**config.mk**
```make
export PLATFORM = sky130hd
export DESIGN_NAME = cnec_sqrt
export DESIGN_NICKNAME = d
export VERILOG_FILES = /design/src/rtl/core/cnec_pkg.sv /design/src/rtl/core/cnec_sqrt.sv
export SDC_FILE = /design/constraint.sdc
export NUM_CORES = 1
export LEC_CHECK = 0
export ABC_AREA = 1
export BUFFER_PORTS_ARGS = -buffer_cell sky130_fd_sc_hd__buf_4
export CORE_MARGIN = 3
export CORE_UTILIZATION = 46
export DETAILED_ROUTE_END_ITERATION = 7
export PLACE_DENSITY = 0.69
export SETUP_SLACK_MARGIN = 0.3
export SYNTH_ARGS = -nofsm -noshare
export SYNTH_HDL_FRONTEND = slang
export SYNTH_SLANG_ARGS = --single-unit
```
**constraint.sdc**
```tcl
create_clock -name i_clk -period 4.9 [get_ports i_clk]
set_input_delay 0.49 -clock i_clk [delete_from_list [all_inputs] [get_ports i_clk]]
set_output_delay 0.49 -clock i_clk [all_outputs]
set_load 0.1 [all_outputs]
```
**src/rtl/core/cnec_pkg.sv**
```systemverilog
// Package: types, widths and codes of the cosine nearest-entry cache.
package cnec_pkg;

    localparam int CAPACITY  = 64;
    localparam int EMBED_DIM = 64;

    localparam int LOG_DIM   = $clog2(EMBED_DIM);
    localparam int IDX_W     = (EMBED_DIM > 1) ? LOG_DIM : 1;
    localparam int POS_W     = $clog2(EMBED_DIM + 1);
    localparam int CNT_W     = $clog2(CAPACITY + 1);
    localparam int MEM_DEPTH = CAPACITY * EMBED_DIM;
    localparam int ADDR_W    = (MEM_DEPTH > 1) ? $clog2(MEM_DEPTH) : 1;
    localparam int BASE_W    = $clog2(MEM_DEPTH + 1);

    // Accumulator width, kept even so the root unit walks whole bit pairs.
    localparam int ACC_W  = ((LOG_DIM % 2) == 0) ? (34 + LOG_DIM) : (35 + LOG_DIM);
    localparam int RT_W   = ACC_W / 2;
    localparam int DEN_W  = ACC_W + 1;
    localparam int NUM_W  = ACC_W + 17;

    localparam logic [1:0] KIND_STORE = 2'd0;
    localparam logic [1:0] KIND_QUERY = 2'd1;
    localparam logic [1:0] KIND_CLEAR = 2'd2;

    localparam logic [2:0] OUT_STORED  = 3'd0;
    localparam logic [2:0] OUT_DROPPED = 3'd1;
    localparam logic [2:0] OUT_MISS    = 3'd2;
    localparam logic [2:0] OUT_HIT     = 3'd3;
    localparam logic [2:0] OUT_CLEARED = 3'd4;

    localparam logic signed [15:0] THR_RESET = 16'sd29491;
    localparam logic signed [15:0] SIM_MIN   = -16'sd32768;

    typedef struct packed {
        logic [1:0]         kind;
        logic signed [15:0] element_value;
        logic               last_element;
    } t_req;

    typedef struct packed {
        logic [2:0]         outcome;
        logic [6:0]         slot;
        logic signed [15:0] similarity;
        logic [31:0]        hit_count;
        logic [31:0]        miss_count;
        logic [31:0]        drop_count;
    } t_res;

endpackage

```
**src/rtl/core/cnec_sqrt.sv**
```systemverilog
// Iterative floor square root, one bit pair per cycle.
module cnec_sqrt
    import cnec_pkg::*;
(
    input  logic             i_clk,
    input  logic             i_rst_n,
    input  logic             i_start,
    input  logic [ACC_W-1:0] i_val,
    output logic             o_done,
    output logic [RT_W-1:0]  o_root
);

    logic             r_busy;
    logic             r_done;
    logic [ACC_W-1:0] r_v;
    logic [ACC_W-1:0] r_r;
    logic [ACC_W-1:0] r_bit;
    logic [ACC_W-1:0] w_sum;

    assign w_sum  = r_r + r_bit;
    assign o_done = r_done;
    assign o_root = r_r[RT_W-1:0];

    always_ff @(posedge i_clk) begin
        if (!i_rst_n) begin
            r_busy <= 1'b0;
            r_done <= 1'b0;
        end else begin
            r_done <= 1'b0;
            if (i_start) begin
                r_busy <= 1'b1;
            end else if (r_busy && r_bit[0]) begin
                r_busy <= 1'b0;
                r_done <= 1'b1;
            end
        end
    end

    always_ff @(posedge i_clk) begin
        if (i_start) begin
            r_v   <= i_val;
            r_r   <= '0;
            r_bit <= ACC_W'(1) << (ACC_W - 2);
        end else if (r_busy) begin
            if (r_v >= w_sum) begin
                r_v <= r_v - w_sum;
                r_r <= (r_r >> 1) + r_bit;
            end else begin
                r_r <= r_r >> 1;
            end
            r_bit <= r_bit >> 2;
        end
    end

endmodule

```
==> results.sh <==
export IMPL_period_share_pct=90.1
export IMPL_finalHoldViolations=0
export IMPL_avgSynthCellArea_sq_um=5.98
export IMPL_initial_utilization_pct=47.1
export IMPL_synth_xor_area_share_pct=3.85
export IMPL_die_y_microns=162
export IMPL_r2r_slack_ns=0.48
export IMPL_yosysTopAreaCell="nand2_1"
export IMPL_cts_made_buffers=9
export IMPL_ys_types=48
export IMPL_placementRows=56
export IMPL_clock_sinks=102
export IMPL_synth_top_family_by_area="simple AND/OR/NAND/NOR gates"
export IMPL_crit_type="reg -> reg"
export IMPL_htreeDepth=3
export IMPL_grt_max_degree=77
export IMPL_layout_drive_gt1_share_pct=8.04
export IMPL_drc=0
export IMPL_tightest_slew_ns=0.883
export IMPL_dp_hpwl_mm=31.2
export IMPL_synth_mux_area_share_pct=0
export IMPL_drt_first_pass_iters=6
export IMPL_netlist_area_sq_um=11200
export IMPL_synth_main_ff_cell="dfxtp_1"
export IMPL_nets=2025
export IMPL_cts_hold_buf=0
export IMPL_synthArstFlopShare_pct=0
export IMPL_post_cts_buffers=0
export IMPL_grt_pass1_vias=11700
export IMPL_syn_instance_count=1865
export IMPL_clkTransAtPathRegs_ns=0.08
export IMPL_synth_top_cell_area_share_pct=18.5
export IMPL_wl_per_cell_microns=17.6
export IMPL_holdWs_ns=0.367
export IMPL_syn2layout_area_growth_pct=9.32
export IMPL_synth_edf_count=40
export IMPL_register_area_sq_um=2440
export IMPL_slew_violations=0
export IMPL_instances_no_fill=2223
export IMPL_synthesis_nets=1991
export IMPL_report_final_setup_viol=0
export IMPL_cap_violations=0
export IMPL_crit_required_ns=4.95
export IMPL_drtIter0Drc=981
export IMPL_ios=64
export IMPL_gp_congestion=0.922
export IMPL_place_inst=2207
export IMPL_track_usage_pct=29.5
export IMPL_tritoncts="yes"
export IMPL_numPortBuffers=63
export IMPL_slew_headroom_pct=41.1
export IMPL_multiInputGateArea_sq_um=7620
export IMPL_finalCriticalPeriod_ns=4.42
export IMPL_die_width_microns=162
export IMPL_synth_seq_area_share_pct=21.9
export IMPL_synthTopCellsByArea="nand2_1, dfxtp_1, edfxtp_1, ha_1, nor2_1"
export IMPL_fin_skew_ns=0.0164
export IMPL_yosysMostFrequentCell="nand2_1"
export IMPL_finalSetupTns_ns=0
export IMPL_grt_pass1_wl_mm=61.1
export IMPL_synth_compound_area_share_pct=15.1
export IMPL_leakagePower_nw=5.34
export IMPL_totalWireLength_mm=39.1
export IMPL_vias=12200
export IMPL_cts_repair_resize_count=0
export IMPL_crit_fanout=40
export IMPL_cp_end_kind="flop"
export IMPL_synthAdderAreaFrac_pct=9.38
export IMPL_ant_nets=0
export IMPL_irDropWorstVdd_mv=0.244
export IMPL_power_w=0.00549
export IMPL_clk_latency_ns=0.38
export IMPL_coreArea_sq_um=23700
export IMPL_place_ws_ns=0.461
export IMPL_grt_antenna_before_repair=0
export IMPL_power_density_nw_per_um2=451
export IMPL_netlist_top_cells_count="nand2_1, nor2_1, inv_1"
export IMPL_start_kind="flop"
export IMPL_status="finished, final reports clean"
export IMPL_clockBufferDepth=2
export IMPL_arrival_ns=4.47
export IMPL_ys_seq_elements=102
export IMPL_dieArea_sq_um=26200
export IMPL_root_buffer="clkbuf_16"
export IMPL_yosysWarnings=0
export IMPL_setup_ws_ns=0.483
export IMPL_vias_per_cell=5.47
export IMPL_diodes=0
export IMPL_hp_class="in -> reg"
export IMPL_overflow=0
export IMPL_n_fill_cell=2589
export IMPL_fmax_mhz=226
export IMPL_yosys_area_share_simple_pct=39.6
export IMPL_rsz0062_at_grt="no"
-- state kept, by name, summed over array words and instances, names as in the netlist --
register / cells
r_v: 40
r_bit: 20
o_done: 1
r_r: 40
r_busy: 1
-- metrics by stage --
step           utilization [%]  instance area, sq um
6_report                  51.5                 12200
3_5_place_dp              50.1                 11900
4_1_cts                   51.3                 12100
3_3_place_gp              50.1                 11900
2_1_floorplan                -                 11200
5_1_grt                   51.5                 12200
-- worst max-delay path: stages (launching register included) --
cell and delay (ns):
dfxtp_1 0.45, ha_1 0.34, nand3_1 0.11, nand2_1 0.19
nand2_1 0.11, nand2_1 0.17, a21oi_1 0.37, o21ai_1 0.18
xor2_1 0.22, ha_1 0.41, nand2_2 0.09, nor2_2 0.20
nand2_1 0.13, nor2_2 0.13, nand2_2 0.07, nand3_4 0.11
nand2_4 0.17, nand2_4 0.15, nand2_2 0.10, nand2_2 0.11
buf_12 0.24
-- worst paths after layout --
path	from	endpoint	depth (start not counted)
setup / recovery	r_r[2]$_SDFFE_PP0P_	r_v[23]$_DFFE_PP_	20
hold reg to reg	r_r[0]$_SDFFE_PP0P_	r_r[0]$_SDFFE_PP0P_	2
setup reg to reg	r_r[2]$_SDFFE_PP0P_	r_v[23]$_DFFE_PP_	20
hold / removal	i_rst_n	o_done$_SDFF_PP0_	3
-- routing by layer --
metal | share of wire (%) | vias to the layer above | GRT usage [%]
li1 | - | 6179 | -
met1 | 44 | 5477 | 37.7
met2 | 47 | 412 | 51.6
met3 | 5.1 | 82 | 2.73
met4 | 3.8 | 0 | 11.2
met5 | 0 | - | 0
-- kinds of logic (layout without fill, tap and decap cells) --
group	after synthesis	in the layout
compound gates	314	314
flops	102	102
xor+xnor	49	49
buf+inv	272	311
simple gates	1045	1045
fa+ha+maj	83	83
-- cell type report --
| class | instances | area share (%) |
|---|---|---|
| multi-input cells | 1491 | 62.5 |
| flip-flops and latches | 102 | 20.0 |
| inverters | 215 | 6.62 |
| repair buffers | 80 | 5.19 |
| well taps | 319 | 3.27 |
| clock buffers | 9 | 1.85 |
| clock inverters | 7 | 0.554 |
-- layout by cell type, fill, tap and decap left out, types with 3 or more instances in the layout --
cell,instances
edfxtp_1,40
nor2_2,8
a21oi_2,6
clkbuf_16,9
or2_2,14
nand2_1,549
o21ai_0,119
o21bai_1,11
xor2_1,27
nor2_1,227
nand2_2,12
nand3b_1,17
nor4_1,3
ha_1,82
o22ai_1,4
buf_4,78
a21o_1,3
dfxtp_1,60
a31oi_1,11
nand3_1,165
clkinv_4,3
inv_2,3
o21ai_1,8
inv_1,211
nor3_1,22
xnor2_1,22
a21oi_1,136
nand4_1,13
o21a_1,5
-- where the power goes --
part	switching [W]	internal [W]	leakage (nW)
logic	0.00229	0.00114	4.28
clock network	0.000400	0.000358	0.145
registers	0.000170	0.00113	0.911
Power figures use the tool's default switching activity.
