===== src/rtl/core/cnec_pkg.sv =====
// Package: types, widths and codes of the cosine nearest-entry cache.
package cnec_pkg;

    localparam int CAPACITY  = 64;
    localparam int EMBED_DIM = 64;

    localparam int LOG_DIM   = $clog2(EMBED_DIM);
    localparam int IDX_W     = (EMBED_DIM > 1) ? LOG_DIM : 1;
    localparam int POS_W     = $clog2(EMBED_DIM + 1);
    localparam int CNT_W     = $clog2(CAPACITY + 1);
    localparam int MEM_DEPTH = CAPACITY * EMBED_DIM;
    localparam int ADDR_W    = (MEM_DEPTH > 1) ? $clog2(MEM_DEPTH) : 1;
    localparam int BASE_W    = $clog2(MEM_DEPTH + 1);

    // Accumulator width, kept even so the root unit walks whole bit pairs.
    localparam int ACC_W  = ((LOG_DIM % 2) == 0) ? (34 + LOG_DIM) : (35 + LOG_DIM);
    localparam int RT_W   = ACC_W / 2;
    localparam int DEN_W  = ACC_W + 1;
    localparam int NUM_W  = ACC_W + 17;

    localparam logic [1:0] KIND_STORE = 2'd0;
    localparam logic [1:0] KIND_QUERY = 2'd1;
    localparam logic [1:0] KIND_CLEAR = 2'd2;

    localparam logic [2:0] OUT_STORED  = 3'd0;
    localparam logic [2:0] OUT_DROPPED = 3'd1;
    localparam logic [2:0] OUT_MISS    = 3'd2;
    localparam logic [2:0] OUT_HIT     = 3'd3;
    localparam logic [2:0] OUT_CLEARED = 3'd4;

    localparam logic signed [15:0] THR_RESET = 16'sd29491;
    localparam logic signed [15:0] SIM_MIN   = -16'sd32768;

    typedef struct packed {
        logic [1:0]         kind;
        logic signed [15:0] element_value;
        logic               last_element;
    } t_req;

    typedef struct packed {
        logic [2:0]         outcome;
        logic [6:0]         slot;
        logic signed [15:0] similarity;
        logic [31:0]        hit_count;
        logic [31:0]        miss_count;
        logic [31:0]        drop_count;
    } t_res;

endpackage


===== src/rtl/core/cnec_div.sv =====
// Restoring divider, one quotient bit per cycle.
module cnec_div
    import cnec_pkg::*;
(
    input  logic             i_clk,
    input  logic             i_rst_n,
    input  logic             i_start,
    input  logic [NUM_W-1:0] i_num,
    input  logic [DEN_W-1:0] i_den,
    output logic             o_done,
    output logic [NUM_W-1:0] o_quo
);

    localparam int STEP_W = $clog2(NUM_W + 1);

    logic              r_busy;
    logic              r_done;
    logic [STEP_W-1:0] r_step;
    logic [DEN_W-1:0]  r_den;
    logic [DEN_W-1:0]  r_rem;
    logic [NUM_W-1:0]  r_q;
    logic [DEN_W:0]    w_trial;
    logic              w_fit;

    assign w_trial = {r_rem, r_q[NUM_W-1]};
    assign w_fit   = w_trial >= {1'b0, r_den};
    assign o_done  = r_done;
    assign o_quo   = r_q;

    always_ff @(posedge i_clk) begin
        if (!i_rst_n) begin
            r_busy <= 1'b0;
            r_done <= 1'b0;
            r_step <= '0;
        end else begin
            r_done <= 1'b0;
            if (i_start) begin
                r_busy <= 1'b1;
                r_step <= '0;
            end else if (r_busy) begin
                r_step <= r_step + 1'b1;
                if (r_step == STEP_W'(NUM_W - 1)) begin
                    r_busy <= 1'b0;
                    r_done <= 1'b1;
                end
            end
        end
    end

    always_ff @(posedge i_clk) begin
        if (i_start) begin
            r_den <= i_den;
            r_rem <= '0;
            r_q   <= i_num;
        end else if (r_busy) begin
            if (w_fit) begin
                r_rem <= DEN_W'(w_trial - {1'b0, r_den});
            end else begin
                r_rem <= w_trial[DEN_W-1:0];
            end
            r_q <= {r_q[NUM_W-2:0], w_fit};
        end
    end

endmodule


===== config.mk =====
export PLATFORM = sky130hd
export DESIGN_NAME = cnec_div
export DESIGN_NICKNAME = d
export VERILOG_FILES = /design/src/rtl/core/cnec_pkg.sv /design/src/rtl/core/cnec_div.sv
export SDC_FILE = /design/constraint.sdc
export NUM_CORES = 1
export LEC_CHECK = 0
export ABC_AREA = 1
export BUFFER_PORTS_ARGS = -buffer_cell sky130_fd_sc_hd__buf_2
export CORE_AREA = 4 4 138 140
export CTS_CLUSTER_SIZE = 28
export DETAILED_ROUTE_END_ITERATION = 12
export DIE_AREA = 0 0 142 144
export PLACE_DENSITY = 0.86
export SKIP_CTS_REPAIR_TIMING = 1
export SLEW_MARGIN = 5
export SYNTH_ARGS = -nofsm -noshare
export SYNTH_HDL_FRONTEND = slang
export SYNTH_SLANG_ARGS = --single-unit

===== constraint.sdc =====
create_clock -name i_clk -period 4.1 [get_ports i_clk]
set_clock_uncertainty 0.15 [all_clocks]
set_input_delay 0.41 -clock i_clk [delete_from_list [all_inputs] [get_ports i_clk]]
set_output_delay 0.41 -clock i_clk [all_outputs]
set_load 0.02 [all_outputs]

==> results.sh, run 1 <==
export IMPL_dr_wl_met3_um=1870
export IMPL_avgSynthCellArea_sq_um=7.09
export IMPL_critical_path_cell_chain="inv_1, ha_1, inv_1, fa_1, nand3_1, nand3_2, nand2_1, nand3_2, nand2_4, nand2_8, nand2_1, nand3_1, o21ai_1"
export IMPL_design_area_sq_um=11400
export IMPL_highest_layer="met4"
export IMPL_cts_tree="built"
export IMPL_status="finished, final reports clean"
export IMPL_drive_above_1_share_pct=15.4
export IMPL_cp_top_family="simple AND/OR/NAND/NOR gates"
export IMPL_synth_seq_cells=147
export IMPL_critPathCaptureType="flip-flop"
export IMPL_rows=49
export IMPL_instances_no_fill=1775
export IMPL_drtIter0Drc=621
export IMPL_hold_violations=0
export IMPL_fmax_ghz=0.334
export IMPL_regArea_sq_um=3920
export IMPL_worstSetupPathType="reg -> reg"
export IMPL_cp_required_ns=4.31
export IMPL_start_util_pct=53.7
export IMPL_yosys_warnings=0
export IMPL_grt_pass1_wl_um=41400
export IMPL_cts_made_buffers=17
export IMPL_area_growth_pct=18.9
export IMPL_clk_pin_slew_worst_paths_ns=0.06
export IMPL_fin_ws_ns=1.11
export IMPL_critPathLaunchType="flip-flop"
export IMPL_dieArea_sq_um=20400
export IMPL_vias=8889
export IMPL_dpl_hpwl_um=18900
export IMPL_ant_nets=0
export IMPL_die_w_um=142
export IMPL_min_path_type="in -> reg"
export IMPL_nFillCells=1579
export IMPL_layout_commonest_cell="nand2_1"
export IMPL_synth_cell_area_sq_um=9580
export IMPL_vias_per_cell=5.01
export IMPL_arrival_ns=3.20
export IMPL_first_pass_iters=5
export IMPL_syn_inst=1352
export IMPL_wl_um=25200
export IMPL_worst_r2r_setup_slack_ns=1.11
export IMPL_wl_met1_um=11100
export IMPL_r2r_end="r_rem[10]"
export IMPL_insertedDiodeCount=0
export IMPL_dp_cells=1711
export IMPL_tns_ns=0
export IMPL_wl_per_cell_um=14.2
export IMPL_die_y_um=144
export IMPL_grt_setup_unrepaired="false"
export IMPL_most_common_layout_cells="569 x nand2_1, 227 x inv_1, 157 x buf_2"
export IMPL_finalPower_mw=3.86
export IMPL_place_area_sq_um=10500
export IMPL_min_from="i_den[11]"
export IMPL_setup_viol=0
export IMPL_synth_async_reset_ratio_pct=0
export IMPL_yosys_area_top_type="edfxtp_1"
export IMPL_gr_total_overflow=0
export IMPL_leakage_nw=6.06
export IMPL_insertion_delay_ns=0.44
export IMPL_grt_max_degree=60
export IMPL_io_pins=159
export IMPL_cp_num_buf_inv=2
export IMPL_cts_max_path_buffers=2
export IMPL_synth_nets=1497
export IMPL_whs_path_depth=1
export IMPL_finalCritPeriodShare_pct=72.9
export IMPL_yosysSeqAreaShare_pct=40.9
export IMPL_antenna_found_initial=0
export IMPL_pre_cts_ws_ns=1.18
export IMPL_drc=0
export IMPL_cts_sinks=147
export IMPL_vdd_drop_max_uv=311
export IMPL_root_buffer="clkbuf_16"
export IMPL_io_buffers=158
export IMPL_core_sq_um=17800
export IMPL_cp_depth=13
export IMPL_gp_congestion=0.986
export IMPL_layout_nets=1678
export IMPL_worst_pin_slew_ns=0.959
export IMPL_cpMaxStageDelayCell="fa_1"
export IMPL_multi_input_area_sq_um=4570
export IMPL_reg2reg_from="o_quo[56]"
export IMPL_yosys_top_cells_area="edfxtp_1 31%, nand2_1 22%, dfxtp_1 10%"
export IMPL_ys_types=40
export IMPL_groute_usage_overall_pct=25.3
export IMPL_synth_edf_count=98
export IMPL_critPathMaxFanout=44
export IMPL_worstRegToRegCells=13
export IMPL_power_density_nw_per_um2=339
export IMPL_grt_pass1_vias=8599
export IMPL_final_min_clock_period_ns=2.99
export IMPL_yosys_area_top_type_share_pct=30.7
export IMPL_cts_htree_levels=4
export IMPL_dr_wl_met2_um=11900
export IMPL_ys_flop_type="edfxtp_1"
export IMPL_maxSlewViolCount=0
export IMPL_slowest_delay_ns=0.45
export IMPL_max_cap_viol_count=0
export IMPL_whs_endpoint="r_den[11]"
export IMPL_slew_headroom_pct=36.1
[layout make-up]
type | count | share of cell area [%]
clock buffers | 19 | 3.80
multi-input cells | 938 | 40.1
flip-flops and latches | 147 | 34.4
well taps | 229 | 2.52
inverters | 234 | 7.71
repair buffers | 195 | 10.1
clock inverters | 13 | 1.32
[power breakdown]
| group | switching, mW | total [mW] | internal, mW | leakage [nW] |
|---|---|---|---|---|
| combinational | 0.346 | 0.536 | 0.190 | 4.40 |
| sequential | 0.0469 | 1.74 | 1.70 | 1.38 |
| clock | 0.671 | 1.58 | 0.908 | 0.275 |
[state kept, by name, summed over array words and instances (netlist names)]
register / count
r_den: 41
o_quo: 57
r_step: 6
r_busy: 1
r_rem: 41
o_done: 1
[Yosys cell counts, types with 2 or more instances]
library cell / number
buf_6: 10
nor2_2: 7
buf_4: 3
nor4_1: 2
buf_2: 4
a31oi_1: 2
xnor2_1: 22
o21bai_1: 5
inv_1: 228
dfxtp_1: 49
ha_1: 43
nand3_1: 84
o21ai_1: 17
a21oi_1: 26
nand3b_1: 21
buf_1: 2
nand3_2: 15
nand2_1: 569
and2_1: 6
nand2_2: 13
edfxtp_1: 98
clkbuf_1: 14
nor3_1: 3
nor2_4: 3
nor2_1: 76
nand4_1: 3
o21ai_0: 10
clkinv_1: 5
[how the worst max path moves through the flow]
stage	from	endpoint	slack (ns)
after floorplan	i_start	o_quo[0]	0.77
after global placement	o_quo[56]	r_rem[14]	1.30
after detailed placement	o_quo[56]	r_rem[8]	1.18
after CTS	o_quo[56]	r_rem[10]	1.13
after global routing	o_quo[56]	r_rem[12]	0.89
final	o_quo[56]	r_rem[10]	1.11
[metal layers]
layer  vias to the layer above  global-route usage [%]
met4                         0                    8.13
met2                       323                    42.6
met1                      3999                    32.6
met5                         -                       0
li1                       4538                       -
met3                        29                    5.72
[metrics by stage]
step	hold slack [ns]	utilization, %
after global routing	0.000000888	63.9
after global placement	0.296	58.8
after detailed placement	0.310	58.8
after CTS	-0.0285	62.1
final	0.0106	63.9
after floorplan	0.289	-
[kinds of logic after synthesis]
logic type,count (synthesis),synth area share [%]
DFF,147,40.9
buffers and inverters,267,11.4
xor gates and xnor gates,23,2.10
adders and majority gates,44,5.82
and+or+nand+nor,807,36.1
AOI/OAI and AO/OA,64,3.62
Note: power is estimated with default switching activity, not from simulation.
==> run 2, diff against run 1 <==
--- a/config.mk
+++ b/config.mk
@@ -5,13 +5,13 @@
 export SDC_FILE = /design/constraint.sdc
 export NUM_CORES = 1
 export LEC_CHECK = 0
-export ABC_AREA = 1
+export ABC_AREA = 0
 export BUFFER_PORTS_ARGS = -buffer_cell sky130_fd_sc_hd__buf_2
-export CORE_AREA = 4 4 138 140
+export CORE_AREA = 4 4 127 129
 export CTS_CLUSTER_SIZE = 28
 export DETAILED_ROUTE_END_ITERATION = 12
-export DIE_AREA = 0 0 142 144
-export PLACE_DENSITY = 0.86
+export DIE_AREA = 0 0 131 133
+export PLACE_DENSITY = 0.87
 export SKIP_CTS_REPAIR_TIMING = 1
 export SLEW_MARGIN = 5
 export SYNTH_ARGS = -nofsm -noshare
==> constraint.sdc (replaced) <==
create_clock -name i_clk -period 3.1 [get_ports i_clk]
set_clock_uncertainty 0.15 [all_clocks]
set_input_delay 0.31 -clock i_clk [delete_from_list [all_inputs] [get_ports i_clk]]
set_output_delay 0.31 -clock i_clk [all_outputs]
set_load 0.02 [all_outputs]
==> results.sh, run 2 <==
export IMPL_status="finished, violations left"
export IMPL_failed_checks="setup timing"
export IMPL_drtIter0Drc=511
export IMPL_yosysSeqAreaShare_pct=48.3
export IMPL_cp_top_family="compound AO/OA/AOI/OAI gates"
export IMPL_start_util_pct=54.0
export IMPL_first_pass_iters=5
export IMPL_pre_cts_ws_ns=-0.0475
export IMPL_tns_ns=-0.00483
export IMPL_power_internal_mw=4.05
export IMPL_design_area_sq_um=10700
export IMPL_critical_path_cell_chain="inv_1, ha_2, inv_2, fa_2, a21oi_2, o21ai_1, a21oi_2, a21oi_2, o21ai_2, a221oi_4, nor2_4, buf_6, buf_12, nor2_1, a21oi_1, a211oi_1"
export IMPL_wl_per_cell_um=17.9
export IMPL_vias=6933
export IMPL_drive_above_1_share_pct=34.3
export IMPL_area_growth_pct=31.4
export IMPL_maxSlewViolCount=0
export IMPL_hold_violations=0
export IMPL_nFillCells=1040
export IMPL_p_switching_mw=1.76
export IMPL_avgSynthCellArea_sq_um=10.5
export IMPL_grt_pass1_vias=6713
export IMPL_critPathCaptureType="flip-flop"
export IMPL_ant_nets=0
export IMPL_whs_ns=0.0247
export IMPL_synth_seq_cells=147
export IMPL_gp_congestion=0.919
export IMPL_clk_pin_slew_worst_paths_ns=0.07
export IMPL_die_w_um=131
export IMPL_yosys_area_top_type_share_pct=36.3
export IMPL_vdd_drop_max_uv=466
export IMPL_power_density_nw_per_um2=544
export IMPL_regArea_sq_um=3930
export IMPL_wl_met1_um=8650
export IMPL_ys_flop_type="edfxtp_1"
export IMPL_cp_num_buf_inv=4
export IMPL_yosys_top_cells_area="edfxtp_1 36%, dfxtp_1 12%, mux2_2 8.0%"
export IMPL_cts_made_buffers=17
export IMPL_fin_ws_ns=-0.00483
export IMPL_setup_viol=1
export IMPL_finalCritPeriodShare_pct=100
export IMPL_comb_power_share_pct=24.8
export IMPL_dpl_hpwl_um=14600
export IMPL_drc=0
export IMPL_slowest_delay_ns=0.39
export IMPL_place_area_sq_um=9360
export IMPL_instances_no_fill=1210
export IMPL_final_core_util_pct=71.0
export IMPL_synth_nets=919
export IMPL_cts_sinks=147
export IMPL_switching_share_pct=30.3
export IMPL_critPathLaunchType="flip-flop"
export IMPL_dieArea_sq_um=17400
export IMPL_seqPwrFrac_pct=41.1
export IMPL_dr_wl_met3_um=1480
export IMPL_arrival_ns=3.23
export IMPL_syn_inst=774
export IMPL_root_buffer="clkbuf_16"
export IMPL_max_cap_viol_count=0
export IMPL_critPathMaxFanout=18
export IMPL_cts_max_path_buffers=2
export IMPL_worstSetupPathType="reg -> reg"
export IMPL_leakage_nw=4.58
export IMPL_vias_per_cell=5.73
export IMPL_wl_um=21700
export IMPL_insertedDiodeCount=0
export IMPL_grt_max_degree=69
export IMPL_yosysMostFrequentCell="edfxtp_1"
export IMPL_gr_total_overflow=0
export IMPL_dp_cells=1129
export IMPL_layout_nets=1154
export IMPL_highest_layer="met5"
export IMPL_grt_pass1_wl_um=32500
export IMPL_largest_reg_flops=57
export IMPL_ys_types=62
export IMPL_min_path_type="in -> reg"
export IMPL_rows=45
export IMPL_core_sq_um=15000
export IMPL_pwr_share_clk_pct=34.2
export IMPL_synth_async_reset_ratio_pct=0
export IMPL_insertion_delay_ns=0.44
export IMPL_layout_commonest_cell="buf_2"
export IMPL_antenna_found_initial=1
export IMPL_cpMaxStageDelayCell="edfxtp_1"
export IMPL_grt_setup_unrepaired="true"
export IMPL_multi_input_area_sq_um=4070
export IMPL_synth_cell_area_sq_um=8120
export IMPL_final_min_clock_period_ns=3.10
export IMPL_worst_pin_slew_ns=0.737
export IMPL_dr_wl_met2_um=11100
export IMPL_io_pins=159
export IMPL_finalPower_mw=5.81
export IMPL_io_buffers=158
export IMPL_cts_tree="built"
export IMPL_slew_headroom_pct=50.9
export IMPL_synth_top_cells_by_count="98 x edfxtp_1, 75 x nor2_1, 67 x a21oi_1, 58 x mux2_2, 53 x inv_1"
export IMPL_groute_usage_overall_pct=23.6
export IMPL_die_y_um=133
export IMPL_crit_top_cell="a21oi_2"
export IMPL_yosys_area_top_type="edfxtp_1"
export IMPL_fmax_ghz=0.322
export IMPL_synth_edf_count=98
export IMPL_cp_required_ns=3.22
export IMPL_yosys_warnings=0
export IMPL_most_common_layout_cells="157 x buf_2, 98 x edfxtp_1, 73 x nor2_1"
export IMPL_cts_htree_levels=4
-- run 2: cell count changes after synthesis, moves of 20 or more --
| cell | delta |
|---|---|
| nand2_1 | -527 |
| a21oi_1 | +41 |
| mux2_2 | +58 |
| nand3_1 | -78 |
| o21ai_0 | +26 |
| nand3b_1 | -20 |
| a211oi_1 | +30 |
| inv_1 | -175 |
| a21o_1 | +25 |
-- run 2: worst paths after layout --
kind	depth (start not counted)	slack (ns)	endpoint	start
worst min register to register	2	0.34	o_done	r_step[5]
worst min-delay path	2	0.02	o_quo[3]	i_num[3]
worst max register to register	16	-0.005	r_rem[26]	o_quo[56]
worst max-delay path	16	-0.005	r_rem[26]	o_quo[56]
-- run 2: logic make-up after synthesis --
kind of cell	share of synthesized area, %
flops	48.3
mux	9.53
compound gates	16.8
fa+ha+maj	6.88
xor+xnor	4.21
buf+inv	4.39
simple gates	9.84
-- run 2: power groups by stage --
stage | Sequential [mW] | Clock, mW | Combinational [mW]
floorplan | 2.50 | 0 | 0.761
global placement | 2.41 | 0 | 1.23
detailed placement | 2.42 | 0 | 1.26
CTS | 2.38 | 2.00 | 1.27
global route | 2.40 | 2.10 | 1.56
finish | 2.39 | 1.98 | 1.44
-- run 2: area by class of cell --
class | count | area share, %
flip-flops and latches | 147 | 36.8
repair buffers | 251 | 15.7
well taps | 188 | 2.20
clock inverters | 13 | 1.16
clock buffers | 19 | 4.06
inverters | 54 | 1.90
multi-input cells | 538 | 38.2
-- run 2: layer usage --
metal  GRT usage, %  up-vias
li1               -     3301
met2           40.3      265
met5              0        -
met4           7.94        2
met3           8.28       48
met1           27.2     3317
-- run 2: worst register-to-register path, stage by stage (launching register included) --
cell	delay, ns
edfxtp_1	0.39
inv_1	0.07
ha_2	0.18
inv_2	0.04
fa_2	0.35
a21oi_2	0.15
o21ai_1	0.10
a21oi_2	0.22
a21oi_2	0.11
o21ai_2	0.24
a221oi_4	0.11
nor2_4	0.23
buf_6	0.15
buf_12	0.14
nor2_1	0.06
a21oi_1	0.14
a211oi_1	0.10
==> run 3, diff against run 2 <==
--- a/config.mk
+++ b/config.mk
@@ -7,11 +7,13 @@
 export LEC_CHECK = 0
 export ABC_AREA = 0
 export BUFFER_PORTS_ARGS = -buffer_cell sky130_fd_sc_hd__buf_2
-export CORE_AREA = 4 4 127 129
+export CELL_PAD_IN_SITES_DETAIL_PLACEMENT = 1
+export CELL_PAD_IN_SITES_GLOBAL_PLACEMENT = 1
+export CORE_AREA = 4 4 143 145
 export CTS_CLUSTER_SIZE = 28
 export DETAILED_ROUTE_END_ITERATION = 12
-export DIE_AREA = 0 0 131 133
-export PLACE_DENSITY = 0.87
+export DIE_AREA = 0 0 147 149
+export PLACE_DENSITY = 0.88
 export SKIP_CTS_REPAIR_TIMING = 1
 export SLEW_MARGIN = 5
 export SYNTH_ARGS = -nofsm -noshare
==> results.sh, run 3 (synthesis gave the netlist of run 2 again) <==
export IMPL_worst_r2r_setup_slack_ns=-0.21
export IMPL_most_common_layout_cells="157 x buf_2, 98 x edfxtp_1, 66 x nor2_1"
export IMPL_core_sq_um=19200
export IMPL_power_density_nw_per_um2=550
export IMPL_worstRegToRegCells=15
export IMPL_dpl_hpwl_um=17800
export IMPL_cp_required_ns=3.30
export IMPL_gr_total_overflow=0
export IMPL_cts_made_buffers=17
export IMPL_finalPower_mw=6.26
export IMPL_io_buffers=158
export IMPL_setup_viol=34
export IMPL_drc=0
export IMPL_r2r_end="r_rem[24]"
export IMPL_cts_max_path_buffers=2
export IMPL_insertion_delay_ns=0.44
export IMPL_root_buffer="clkbuf_16"
export IMPL_area_growth_pct=40.2
export IMPL_wl_um=29600
export IMPL_io_pins=159
export IMPL_critPathCaptureType="flip-flop"
export IMPL_grt_pass1_vias=7645
export IMPL_rows=51
export IMPL_failed_checks="setup timing"
export IMPL_clk_pin_slew_worst_paths_ns=0.07
export IMPL_critPathLaunchType="flip-flop"
export IMPL_ant_nets=0
export IMPL_fin_ws_ns=-0.209
export IMPL_layout_commonest_cell="buf_2"
export IMPL_cts_sinks=147
export IMPL_whs_endpoint="o_quo[11]"
export IMPL_finalCritPeriodShare_pct=107
export IMPL_fmax_ghz=0.302
export IMPL_max_cap_viol_count=0
export IMPL_insertedDiodeCount=0
export IMPL_grt_setup_unrepaired="true"
export IMPL_vdd_drop_max_uv=400
export IMPL_grt_max_degree=67
export IMPL_reg2reg_from="o_quo[56]"
export IMPL_min_path_type="in -> reg"
export IMPL_die_y_um=149
export IMPL_maxSlewViolCount=0
export IMPL_first_pass_iters=5
export IMPL_worstSetupPathType="reg -> reg"
export IMPL_drive_above_1_share_pct=39.4
export IMPL_grt_pass1_wl_um=40300
export IMPL_slew_headroom_pct=50.2
export IMPL_critPathMaxFanout=4
export IMPL_worst_pin_slew_ns=0.746
export IMPL_cts_htree_levels=4
export IMPL_layout_nets=1180
export IMPL_gp_congestion=0.859
export IMPL_whs_ns=0.0184
export IMPL_status="finished, violations left"
export IMPL_arrival_ns=3.51
export IMPL_final_min_clock_period_ns=3.31
export IMPL_instances_no_fill=1313
export IMPL_final_core_util_pct=59.3
export IMPL_drtIter0Drc=413
export IMPL_tns_ns=-3.06
export IMPL_dp_cells=1217
export IMPL_hold_violations=0
export IMPL_wl_per_cell_um=22.5
export IMPL_start_util_pct=42.3
export IMPL_dieArea_sq_um=21900
export IMPL_groute_usage_overall_pct=23.3
export IMPL_die_w_um=147
export IMPL_vias_per_cell=5.59
export IMPL_whs_path_depth=2
export IMPL_cts_tree="built"
export IMPL_antenna_found_initial=0
export IMPL_vias=7337
export IMPL_min_from="i_num[11]"
export IMPL_largest_reg_flops=57
export IMPL_leakage_nw=4.81
## run 3: cell count changes in the layout (fill, tap and decap cells not counted), moves of 3 or more
| cell | change |
|---|---|
| o21ai_0 | -6 |
| clkinv_8 | +3 |
| buf_4 | +19 |
| o21ai_1 | +5 |
| a211oi_1 | -13 |
| buf_12 | +4 |
| a21oi_1 | -10 |
| a21oi_2 | +8 |
| o21ai_4 | +3 |
| a211oi_2 | +13 |
| ha_2 | -6 |
| ha_4 | +6 |
| nor2_4 | +9 |
| nor2_1 | -7 |
## run 3: final cells by class
class,instances,area (sq um)
clock buffer,17,425
clock inverter,15,171
fill,2041,7830
inverter,54,210
multi-input combinational,538,4350
sequential,147,3930
tap,265,332
timing repair buffer,277,1970
## run 3: critical path, cell delays in order (launching register included)
cell and delay, ns:
edfxtp_1 0.42, inv_2 0.10, ha_4 0.14, inv_2 0.04, fa_2 0.36, a21oi_2 0.18, o21ai_1 0.11, a21oi_2 0.26
a21oi_4 0.12, a221o_1 0.44, a41oi_2 0.17, buf_6 0.15, o21bai_1 0.08, xnor2_1 0.17, mux2i_1 0.12, a211oi_2 0.20
## run 3: per-layer routing
layer  wire length, um  up-vias  track usage (%)
met5                 0        -                0
met4              1100        0             8.67
met3              1800       86             7.23
met2             15400      286             41.6
met1             11200     3613             26.2
li1                  -     3352                -
## run 3: how the worst max path moves through the flow
stage	from	end	slack [ns]	depth (start not counted)
2_1_floorplan	o_quo[56]	r_rem[40]	0.009	14
3_3_place_gp	o_quo[56]	r_rem[40]	0.04	15
3_5_place_dp	o_quo[56]	r_rem[24]	-0.14	15
4_1_cts	o_quo[56]	r_rem[24]	-0.16	15
5_1_grt	o_quo[56]	r_rem[24]	-0.33	15
6_report	o_quo[56]	r_rem[24]	-0.21	15
## run 3: through the flow
stage	worst slack [ns]	instance area, sq um
after floorplan	0.00932	8130
after global placement	0.0390	9550
after detailed placement	-0.137	9550
after CTS	-0.163	10200
after global routing	-0.334	11400
final	-0.209	11400
## run 3: report_power, final
| group | leakage, nW | total [mW] | switching, mW | internal, mW |
|---|---|---|---|---|
| Sequential | 1.38 | 2.41 | 0.119 | 2.29 |
| Clock | 0.292 | 2.13 | 0.982 | 1.15 |
| Combinational | 3.14 | 1.73 | 0.965 | 0.764 |
| Total | 4.81 | 6.26 | 2.07 | 4.19 |
